[config.mk]
export PLATFORM = sky130hd
export DESIGN_NAME = sorted_ring_priority_queue_flat
export DESIGN_NICKNAME = d
export VERILOG_FILES = /design/src/hw/rtl/srpq_pkg.sv /design/src/hw/rtl/srpq_if.sv /design/src/hw/rtl/sorted_ring_priority_queue.sv /design/src/flat_wrapper.sv
export SDC_FILE = /design/constraint.sdc
export NUM_CORES = 1
export LEC_CHECK = 0
export BUFFER_PORTS_ARGS = -buffer_cell sky130_fd_sc_hd__buf_2
export CAP_MARGIN = 20
export CORE_ASPECT_RATIO = 1.2
export CORE_MARGIN = 1
export CORE_UTILIZATION = 25
export DETAILED_ROUTE_END_ITERATION = 16
export HOLD_SLACK_MARGIN = 0.03
export SLEW_MARGIN = 20
export SYNTH_ARGS = -nofsm -noshare
export SYNTH_HDL_FRONTEND = slang
export SYNTH_SLANG_ARGS = --single-unit
[constraint.sdc]
create_clock -name clk_i -period 5.2 [get_ports clk_i]
set_clock_uncertainty 0.2 [all_clocks]
set_input_delay 0.26 -clock clk_i [delete_from_list [all_inputs] [get_ports clk_i]]
set_output_delay 0.26 -clock clk_i [all_outputs]
set_load 0.02 [all_outputs]
[src/hw/rtl/srpq_pkg.sv]
// ----------------------------------------------------------------------------
// srpq_pkg: shared definitions of the sorted ring priority queue
// Store geometry, field widths, entry layout, command and status codes, and
// the ring address helpers used by the queue and its channel interfaces.
// ----------------------------------------------------------------------------
package srpq_pkg;

  // Number of cells in the entry store.
  localparam int Depth  = 16;
  localparam int AddrW  = $clog2(Depth);
  localparam int CntW   = $clog2(Depth + 1);

  localparam int PrioW  = 8;
  localparam int PayW   = 32;
  localparam int CapW   = 5;
  localparam int StatW  = 2;

  localparam logic [CapW-1:0] CapReset = CapW'(16);

  typedef enum logic {
    CMD_INSERT = 1'b0,
    CMD_POP    = 1'b1
  } cmd_e;

  typedef enum logic [StatW-1:0] {
    ST_INSERTED = 2'd0,
    ST_FULL     = 2'd1,
    ST_POPPED   = 2'd2,
    ST_EMPTY    = 2'd3
  } status_e;

  typedef struct packed {
    logic [PrioW-1:0] prio;
    logic [PayW-1:0]  payload;
  } entry_t;

  typedef struct packed {
    status_e          status;
    logic [PrioW-1:0] prio;
    logic [PayW-1:0]  payload;
    logic [CntW-1:0]  occupancy;
  } result_t;

  // Next cell up the ring.
  function automatic logic [AddrW-1:0] ring_inc(input logic [AddrW-1:0] a);
    return (a == AddrW'(Depth - 1)) ? '0 : a + 1'b1;
  endfunction

  // Next cell down the ring.
  function automatic logic [AddrW-1:0] ring_dec(input logic [AddrW-1:0] a);
    return (a == '0) ? AddrW'(Depth - 1) : a - 1'b1;
  endfunction

  // Cell at a given offset from a base; the offset stays below the depth.
  function automatic logic [AddrW-1:0] ring_add(input logic [AddrW-1:0] a,
                                                input logic [CntW-1:0]  off);
    logic [AddrW:0] s;
    s = {1'b0, a} + (AddrW + 1)'(off);
    if (s >= (AddrW + 1)'(Depth)) begin
      s = s - (AddrW + 1)'(Depth);
    end
    return s[AddrW-1:0];
  endfunction

endpackage

[src/hw/rtl/srpq_if.sv]
// ----------------------------------------------------------------------------
// srpq_if: channel interfaces of the sorted ring priority queue
// Request, response and configuration channels, each with valid and ready.
// ----------------------------------------------------------------------------
interface srpq_req_if;
  logic                        valid;
  logic                        ready;
  logic                        cmd;
  logic [srpq_pkg::PrioW-1:0]  priority_req;
  logic [srpq_pkg::PayW-1:0]   payload;

  modport source (output valid, cmd, priority_req, payload, input ready);
  modport sink   (input valid, cmd, priority_req, payload, output ready);
endinterface

interface srpq_rsp_if;
  logic                        valid;
  logic                        ready;
  logic [srpq_pkg::StatW-1:0]  status;
  logic [srpq_pkg::PrioW-1:0]  out_priority;
  logic [srpq_pkg::PayW-1:0]   out_payload;
  logic [srpq_pkg::CntW-1:0]   occupancy;

  modport source (output valid, status, out_priority, out_payload, occupancy,
                  input ready);
  modport sink   (input valid, status, out_priority, out_payload, occupancy,
                  output ready);
endinterface

interface srpq_cfg_if;
  logic                        valid;
  logic                        ready;
  logic [srpq_pkg::CapW-1:0]   capacity;

  modport source (output valid, capacity, input ready);
  modport sink   (input valid, capacity, output ready);
endinterface

[src/hw/rtl/sorted_ring_priority_queue.sv]
// ----------------------------------------------------------------------------
// sorted_ring_priority_queue: bounded max-priority queue in a sorted ring
// Entries sit in ascending priority order in a store with one write port and
// one registered read port; inserts scan and shift cells one at a time.
// ----------------------------------------------------------------------------
//
//   Channel   Dir   Fields                                        Transfer when
//   req_i     in    cmd, priority_req, payload                    valid & ready
//   rsp_o     out   status, out_priority, out_payload, occupancy  valid & ready
//   cfg_i     in    capacity                                      valid & ready
//
// One request is worked on at a time; req_i.ready is high only while idle.
// A rejected insert, an empty pop or an insert into an empty queue goes
// straight to the response state; a pop first reads the top cell. Any other
// insert that lands at offset k among n entries compares s = min(k + 1, n)
// entries and moves m = min(k, n - k) cells; the store gives one read per
// cycle, and each moved cell is read and then written back. Reset clears the
// count, both ring pointers and the response valid flag and sets the
// capacity to 16; the store itself is not cleared. A stalled response only
// holds the block in its final state until the transfer.
module sorted_ring_priority_queue (
  input  logic          clk_i,
  input  logic          rst_ni,
  srpq_cfg_if.sink      cfg_i,
  srpq_req_if.sink      req_i,
  srpq_rsp_if.source    rsp_o
);

  // Controller states.
  localparam logic [2:0] S_IDLE = 3'd0;  // waiting for a request transfer
  localparam logic [2:0] S_SCAN = 3'd1;  // compare one stored entry per cycle
  localparam logic [2:0] S_MOVE = 3'd2;  // read next cell to shift, or place
  localparam logic [2:0] S_MVWR = 3'd3;  // write the shifted cell outward
  localparam logic [2:0] S_POP  = 3'd4;  // top entry arrives from the store
  localparam logic [2:0] S_RESP = 3'd5;  // hand the result to the response

  // Entry store: one write and one registered read per cycle.
  srpq_pkg::entry_t mem [srpq_pkg::Depth];
  srpq_pkg::entry_t rd_q;
  logic                          mem_we;
  logic [srpq_pkg::AddrW-1:0]    mem_wa;
  srpq_pkg::entry_t              mem_wd;
  logic                          mem_re;
  logic [srpq_pkg::AddrW-1:0]    mem_ra;

  always_ff @(posedge clk_i) begin
    if (mem_we) begin
      mem[mem_wa] <= mem_wd;
    end
    if (mem_re) begin
      rd_q <= mem[mem_ra];
    end
  end

  // Control state.
  logic [2:0]                  state_q, state_d;
  logic [srpq_pkg::CntW-1:0]   cnt_q, cnt_d;
  logic [srpq_pkg::AddrW-1:0]  low_q, low_d;
  logic [srpq_pkg::AddrW-1:0]  top_q, top_d;
  logic [srpq_pkg::CapW-1:0]   cap_q;
  logic                        rsp_valid_q, rsp_valid_d;

  // Working registers of the item in flight.
  srpq_pkg::entry_t            item_q, item_d;
  logic [srpq_pkg::CntW-1:0]   k_q, k_d;        // scan offset from low end
  logic [srpq_pkg::CntW-1:0]   n_q, n_d;        // cells still to shift
  logic [srpq_pkg::AddrW-1:0]  pos_q, pos_d;    // cell to shift next
  logic                        up_q, up_d;      // shift toward the top end
  srpq_pkg::result_t           res_q, res_d;
  srpq_pkg::result_t           out_q, out_d;

  // Scan helpers.
  logic                        le;
  logic [srpq_pkg::CntW-1:0]   k_inc;
  logic [srpq_pkg::CntW-1:0]   k_fin;
  logic                        full;
  logic [srpq_pkg::AddrW-1:0]  dst;

  // The queue is full once the count reaches the capacity or the store depth.
  assign full  = (32'(cnt_q) >= 32'(cap_q)) || (cnt_q == srpq_pkg::CntW'(srpq_pkg::Depth));
  assign le    = (rd_q.prio <= item_q.prio);
  assign k_inc = k_q + 1'b1;
  assign k_fin = le ? k_inc : k_q;
  // Shifted cells move one step outward, away from the insertion point.
  assign dst   = up_q ? srpq_pkg::ring_inc(pos_q) : srpq_pkg::ring_dec(pos_q);

  always_comb begin
    state_d     = state_q;
    cnt_d       = cnt_q;
    low_d       = low_q;
    top_d       = top_q;
    item_d      = item_q;
    k_d         = k_q;
    n_d         = n_q;
    pos_d       = pos_q;
    up_d        = up_q;
    res_d       = res_q;
    out_d       = out_q;
    rsp_valid_d = rsp_valid_q & ~rsp_o.ready;
    mem_we      = 1'b0;
    mem_wa      = '0;
    mem_wd      = item_q;
    mem_re      = 1'b0;
    mem_ra      = '0;

    case (state_q)
      S_IDLE: begin
        if (req_i.valid) begin
          item_d.prio    = req_i.priority_req;
          item_d.payload = req_i.payload;
          res_d.prio     = '0;
          res_d.payload  = '0;
          res_d.occupancy = cnt_q;
          state_d        = S_RESP;
          if (req_i.cmd == srpq_pkg::CMD_INSERT) begin
            if (full) begin
              res_d.status = srpq_pkg::ST_FULL;
            end else if (cnt_q == '0) begin
              // First entry always lands in cell zero.
              mem_we          = 1'b1;
              mem_wa          = '0;
              mem_wd.prio     = req_i.priority_req;
              mem_wd.payload  = req_i.payload;
              low_d           = '0;
              top_d           = '0;
              cnt_d           = srpq_pkg::CntW'(1);
              res_d.status    = srpq_pkg::ST_INSERTED;
              res_d.occupancy = srpq_pkg::CntW'(1);
            end else begin
              // Start the scan at the lowest entry.
              mem_re  = 1'b1;
              mem_ra  = low_q;
              k_d     = '0;
              state_d = S_SCAN;
            end
          end else begin
            if (cnt_q == '0) begin
              res_d.status = srpq_pkg::ST_EMPTY;
            end else begin
              mem_re  = 1'b1;
              mem_ra  = top_q;
              state_d = S_POP;
            end
          end
        end
      end

      S_SCAN: begin
        if (le && (k_inc != cnt_q)) begin
          // Entry at or below the new priority: keep walking upward.
          k_d    = k_inc;
          mem_re = 1'b1;
          mem_ra = srpq_pkg::ring_add(low_q, k_inc);
        end else begin
          // The new entry goes at offset k_fin; shift the shorter side.
          k_d     = k_fin;
          state_d = S_MOVE;
          if (k_fin < (cnt_q - k_fin)) begin
            up_d  = 1'b0;
            pos_d = low_q;
            n_d   = k_fin;
          end else begin
            up_d  = 1'b1;
            pos_d = top_q;
            n_d   = cnt_q - k_fin;
          end
        end
      end

      S_MOVE: begin
        if (n_q == '0) begin
          // All cells on that side moved; the freed cell takes the new entry.
          mem_we = 1'b1;
          mem_wa = dst;
          mem_wd = item_q;
          if (up_q) begin
            top_d = srpq_pkg::ring_inc(top_q);
          end else begin
            low_d = srpq_pkg::ring_dec(low_q);
          end
          cnt_d           = cnt_q + 1'b1;
          res_d.status    = srpq_pkg::ST_INSERTED;
          res_d.occupancy = cnt_q + 1'b1;
          state_d         = S_RESP;
        end else begin
          mem_re  = 1'b1;
          mem_ra  = pos_q;
          state_d = S_MVWR;
        end
      end

      S_MVWR: begin
        mem_we  = 1'b1;
        mem_wa  = dst;
        mem_wd  = rd_q;
        pos_d   = up_q ? srpq_pkg::ring_dec(pos_q) : srpq_pkg::ring_inc(pos_q);
        n_d     = n_q - 1'b1;
        state_d = S_MOVE;
      end

      S_POP: begin
        res_d.status    = srpq_pkg::ST_POPPED;
        res_d.prio      = rd_q.prio;
        res_d.payload   = rd_q.payload;
        res_d.occupancy = cnt_q - 1'b1;
        cnt_d           = cnt_q - 1'b1;
        if (cnt_q == srpq_pkg::CntW'(1)) begin
          // Queue drained: both pointers go back to cell zero.
          low_d = '0;
          top_d = '0;
        end else begin
          top_d = srpq_pkg::ring_dec(top_q);
        end
        state_d = S_RESP;
      end

      S_RESP: begin
        if (!rsp_valid_q || rsp_o.ready) begin
          out_d       = res_q;
          rsp_valid_d = 1'b1;
          state_d     = S_IDLE;
        end
      end

      default: begin
        state_d = S_IDLE;
      end
    endcase
  end

  always_ff @(posedge clk_i or negedge rst_ni) begin
    if (!rst_ni) begin
      state_q     <= S_IDLE;
      cnt_q       <= '0;
      low_q       <= '0;
      top_q       <= '0;
      cap_q       <= srpq_pkg::CapReset;
      rsp_valid_q <= 1'b0;
    end else begin
      state_q     <= state_d;
      cnt_q       <= cnt_d;
      low_q       <= low_d;
      top_q       <= top_d;
      rsp_valid_q <= rsp_valid_d;
      if (cfg_i.valid) begin
        cap_q <= cfg_i.capacity;
      end
    end
  end

  // Working and payload registers need no reset.
  always_ff @(posedge clk_i) begin
    item_q <= item_d;
    k_q    <= k_d;
    n_q    <= n_d;
    pos_q  <= pos_d;
    up_q   <= up_d;
    res_q  <= res_d;
    out_q  <= out_d;
  end

  // The capacity register takes a write in any cycle.
  assign cfg_i.ready        = 1'b1;
  assign req_i.ready        = (state_q == S_IDLE);
  assign rsp_o.valid        = rsp_valid_q;
  assign rsp_o.status       = out_q.status;
  assign rsp_o.out_priority = out_q.prio;
  assign rsp_o.out_payload  = out_q.payload;
  assign rsp_o.occupancy    = out_q.occupancy;

`ifndef SYNTH
  // The count never exceeds the store depth.
  a_cnt_bound : assert property (@(posedge clk_i) disable iff (!rst_ni)
    cnt_q <= srpq_pkg::CntW'(srpq_pkg::Depth))
    else $error("entry count above store depth");

  // A non-empty queue spans exactly count cells from the low pointer.
  a_ring_span : assert property (@(posedge clk_i) disable iff (!rst_ni)
    (cnt_q != '0) |-> (top_q == srpq_pkg::ring_add(low_q, cnt_q - 1'b1)))
    else $error("ring pointers disagree with entry count");

  // An empty queue keeps both pointers at cell zero.
  a_empty_ptrs : assert property (@(posedge clk_i) disable iff (!rst_ni)
    (cnt_q == '0) |-> (low_q == '0 && top_q == '0))
    else $error("stale ring pointers on empty queue");

  // A finished pop lowers the count by exactly one.
  a_pop_count : assert property (@(posedge clk_i) disable iff (!rst_ni)
    (state_q == S_POP) |=> (cnt_q == $past(cnt_q) - 1'b1))
    else $error("pop did not remove exactly one entry");
`endif

endmodule
[src/flat_wrapper.sv]
// flat-port wrapper written by rule: the top's interface ports become plain ports
module sorted_ring_priority_queue_flat 
  (clk_i, rst_ni, cfg_i_valid, cfg_i_capacity, cfg_i_ready, req_i_valid, req_i_cmd, req_i_priority_req, req_i_payload, req_i_ready, rsp_o_valid, rsp_o_status, rsp_o_out_priority, rsp_o_out_payload, rsp_o_occupancy, rsp_o_ready);
  srpq_cfg_if cfg_i_i ();
  srpq_req_if req_i_i ();
  srpq_rsp_if rsp_o_i ();
  input  logic clk_i;
  input  logic rst_ni;
  input wire logic [$bits(cfg_i_i.valid)-1:0] cfg_i_valid;
  input wire logic [$bits(cfg_i_i.capacity)-1:0] cfg_i_capacity;
  output wire logic [$bits(cfg_i_i.ready)-1:0] cfg_i_ready;
  input wire logic [$bits(req_i_i.valid)-1:0] req_i_valid;
  input wire logic [$bits(req_i_i.cmd)-1:0] req_i_cmd;
  input wire logic [$bits(req_i_i.priority_req)-1:0] req_i_priority_req;
  input wire logic [$bits(req_i_i.payload)-1:0] req_i_payload;
  output wire logic [$bits(req_i_i.ready)-1:0] req_i_ready;
  output wire logic [$bits(rsp_o_i.valid)-1:0] rsp_o_valid;
  output wire logic [$bits(rsp_o_i.status)-1:0] rsp_o_status;
  output wire logic [$bits(rsp_o_i.out_priority)-1:0] rsp_o_out_priority;
  output wire logic [$bits(rsp_o_i.out_payload)-1:0] rsp_o_out_payload;
  output wire logic [$bits(rsp_o_i.occupancy)-1:0] rsp_o_occupancy;
  input wire logic [$bits(rsp_o_i.ready)-1:0] rsp_o_ready;
  assign cfg_i_i.valid = cfg_i_valid;
  assign cfg_i_i.capacity = cfg_i_capacity;
  assign cfg_i_ready = cfg_i_i.ready;
  assign req_i_i.valid = req_i_valid;
  assign req_i_i.cmd = req_i_cmd;
  assign req_i_i.priority_req = req_i_priority_req;
  assign req_i_i.payload = req_i_payload;
  assign req_i_ready = req_i_i.ready;
  assign rsp_o_valid = rsp_o_i.valid;
  assign rsp_o_status = rsp_o_i.status;
  assign rsp_o_out_priority = rsp_o_i.out_priority;
  assign rsp_o_out_payload = rsp_o_i.out_payload;
  assign rsp_o_occupancy = rsp_o_i.occupancy;
  assign rsp_o_i.ready = rsp_o_ready;
  sorted_ring_priority_queue u_core (.clk_i(clk_i), .rst_ni(rst_ni), .cfg_i(cfg_i_i), .req_i(req_i_i), .rsp_o(rsp_o_i));
endmodule
==> metrics.txt <==
outcome completed; final weighted congestion in routability-driven placement 0.794; CTS tree built; cell leakage power 14.6 nW; clk slew on worst S/H paths 60 ps; Final Hold Viols 0; Total Routing Usage GR 0.129; area occupied by multi-input gates 0.00823 mm^2; post-DR wirelength/cell 21.6 um; max-slew violations 0; Routed Antenna Nets 0; Netlist Area Pre-Place 0.0341 mm^2; Post-route DRC 0; worst-path cell chain ha_1 > a21o_1 > a211oi_1 > o22ai_1 > xnor2_1 > inv_1 > ha_1 > inv_1 > fa_1 > inv_1 > ha_1 > nor2b_1 > o21a_1 > o21a_1 > o21ai_0 > nand2b_1 > buf_4 > mux2i_1 > nor2_1 > a31oi_1; RSZ-0062 raised after global routing no; Tmin final 4700 ps; Min-Delay Path Class input pin to register; commonest non-fill, non-tap cell in the layout edfxtp_1; cells after synthesis 2163; Primary FF master, synth edfxtp_1; CP max stage delay 450 ps; Synth async-reset ratio 0.0259; pwr dens 647 mW/mm^2; Rel. slew slack 0.247; routed vias/inst 4.67; Synth Area per Inst 15.8 um^2; r2r setup slk 500 ps; Setup crit end kind register; CP Max Fanout 13; largest net degree at the start of global routing 74; PostCTS Resize Cnt 0; Clock Sinks 851; Syn. warnings 0; number of synthesized register bits 851; final setup vio count 0; port bufs 99; highest-count cells in the layout ignoring fill and taps 829 x edfxtp_1, 320 x nand2_1, 206 x mux2i_1; vias in the first global route 19485; Placed Cells 4004; FP Rows 148; final WL 91200 um; EDFF count, synth 829; Die Wd 339 um; count of cell types in the netlist 66; MaxCap Viol Count 0; CP required 5340 ps; Seq/Total Area, Yosys 0.745; Setup Buffers After CTS 0; drt pass-1 iters 5; post-route insts no fill 4227; Root Buffer clkbuf_16; Fillers 13401; clk_lat worst skew 650 ps; ratio of cells with drive above 1 in the final layout 0.141; nets@finish 2443; largest area contributor in the netlist edfxtp_1; 1st-iter DRT viols 1764; register area 0.0254 mm^2; Synth area leaders edfxtp_1 73%, mux2i_1 6.0%, nand2_1 3.5%, a32oi_1 2.1%, dfrtp_1 1.5%; arrival time at the worst endpoint 4840 ps; starting density of the core 0.252; CP Class register to register; Die Ht 407 um; CTS H-Tree Depth 3; first-pass GRT wire length 133000 um; worst slew pin tran 1130 ps; global route overflow 0; Setup TNS 0 ps; DP HPWL 49400 um; final period utilization 0.903; core area 0.136 mm^2; CTS Hold Buffers Added 60; num ports 101; fin util 0.300; syn_nets 2252; maximum clock path buffer count 3; CTS Buf Count 88; share of the synthesized area in the top cell type 0.729; via count 19746; Startpoint Class register; synth-to-layout area growth 19.2%; initial antenna violation count 2; DIE AREA 0.138 mm^2; fmax 213 MHz; Crit-path slowest cell a211oi_1; worst vdd ir 0.000449 V
kinds of logic after synthesis:
| family | after synthesis | synth area share |
|---|---|---|
| simple gates | 479 | 0.0608 |
| fa+ha+maj | 38 | 0.0144 |
| other cells | 1 | 0.000110 |
| xor+xnor | 27 | 0.00737 |
| compound gates | 394 | 0.0904 |
| flops | 851 | 0.745 |
| buf+inv | 163 | 0.0199 |
| mux | 210 | 0.0617 |
where the power goes:
part | switching (mW) | internal [mW]
clock network | 2.68 | 3.56
logic | 6.43 | 3.27
registers | 0.519 | 9.87
per-layer routing:
metal / share of wire / wire, um / GRT usage
met4: 0.023 / 2130 / 0.0390
met5: 0 / 0 / 0
met3: 0.060 / 5480 / 0.0178
met1: 0.43 / 38900 / 0.170
met2: 0.49 / 44700 / 0.221
synthesized netlist by cell type, types with 9 or more instances:
master and n:
edfxtp_1 829, nand2_1 321, mux2i_1 206, clkbuf_1 86, a32oi_1 80, a21oi_1 67
nor2_1 51, and2_1 46, o221ai_1 42, a221oi_1 41, a22oi_1 41, o211a_1 41
ha_1 36, inv_1 36, buf_2 30, o21ai_0 23, dfrtp_1 21, xnor2_1 18
nand3_1 11, nor2b_1 11, nand2b_1 9, nor3_1 9
path summary, 6_finish.rpt:
path                                                     start  cells past startpoint                                    end
worst max-delay path                 u_core.rd_q[34]$_DFFE_PP_                     20                u_core.n_q[2]$_DFFE_PP_
worst min-delay path                         req_i_payload[12]                      2            u_core.item_q[12]$_DFFE_PP_
worst max register to register       u_core.rd_q[34]$_DFFE_PP_                     20                u_core.n_q[2]$_DFFE_PP_
worst min register to register  u_core.res_q[10]$_SDFFCE_PN0P_                      0  u_core.rsp_o.out_payload[5]$_DFFE_PP_
max in group asynchronous                               rst_ni                      4            u_core.cap_q[2]$_DFFE_PN0P_
min in group asynchronous                               rst_ni                      4          u_core.state_q[1]$_DFFE_PN0P_
flip-flops by register name (all words and copies together) (netlist names), 2 cells and up:
| name | count |
|---|---|
| u_core.rsp_o.occupancy | 5 |
| u_core.cnt_q | 5 |
| u_core.top_q | 4 |
| u_core.item_q | 40 |
| u_core.cap_q | 5 |
| u_core.pos_q | 4 |
| u_core.state_q | 3 |
| u_core.rsp_o.out_payload | 32 |
| u_core.rd_q | 40 |
| u_core.n_q | 5 |
| u_core.res_q | 47 |
| u_core.rsp_o.status | 2 |
| u_core.mem | 640 |
| u_core.rsp_o.out_priority | 8 |
| u_core.k_q | 5 |
| u_core.low_q | 4 |
critical path, delay by kind of cell, from the launching register on:
kind	cells	cell delay [ps]
AOI/OAI and AO/OA	7	1350
adders and majority gates	4	1160
buffers and inverters	4	450
DFF	1	410
xor gates and xnor gates	1	360
and+or+nand+nor	3	320
muxes	1	130
metrics by stage:
stage	area, um^2	hold slack, ps	total power, mW	setup slack, ps
after floorplan	34100	-236	16.7	-49.8
after global placement	37200	84.8	20.0	540
after detailed placement	37200	87.9	20.2	466
after CTS	40700	137	26.5	465
after global routing	40700	151	27.6	18.2
final	40700	158	26.3	503
layout make-up:
| class | count | share of cell area |
|---|---|---|
| diodes | 1 | 0.0000615 |
| clock buffers | 105 | 0.0562 |
| clock inverters | 57 | 0.0135 |
| inverters | 36 | 0.00332 |
| multi-input cells | 1149 | 0.202 |
| flip-flops and latches | 851 | 0.625 |
| well taps | 1800 | 0.0554 |
| repair buffers | 228 | 0.0439 |
(Power assumes the default switching activity.)
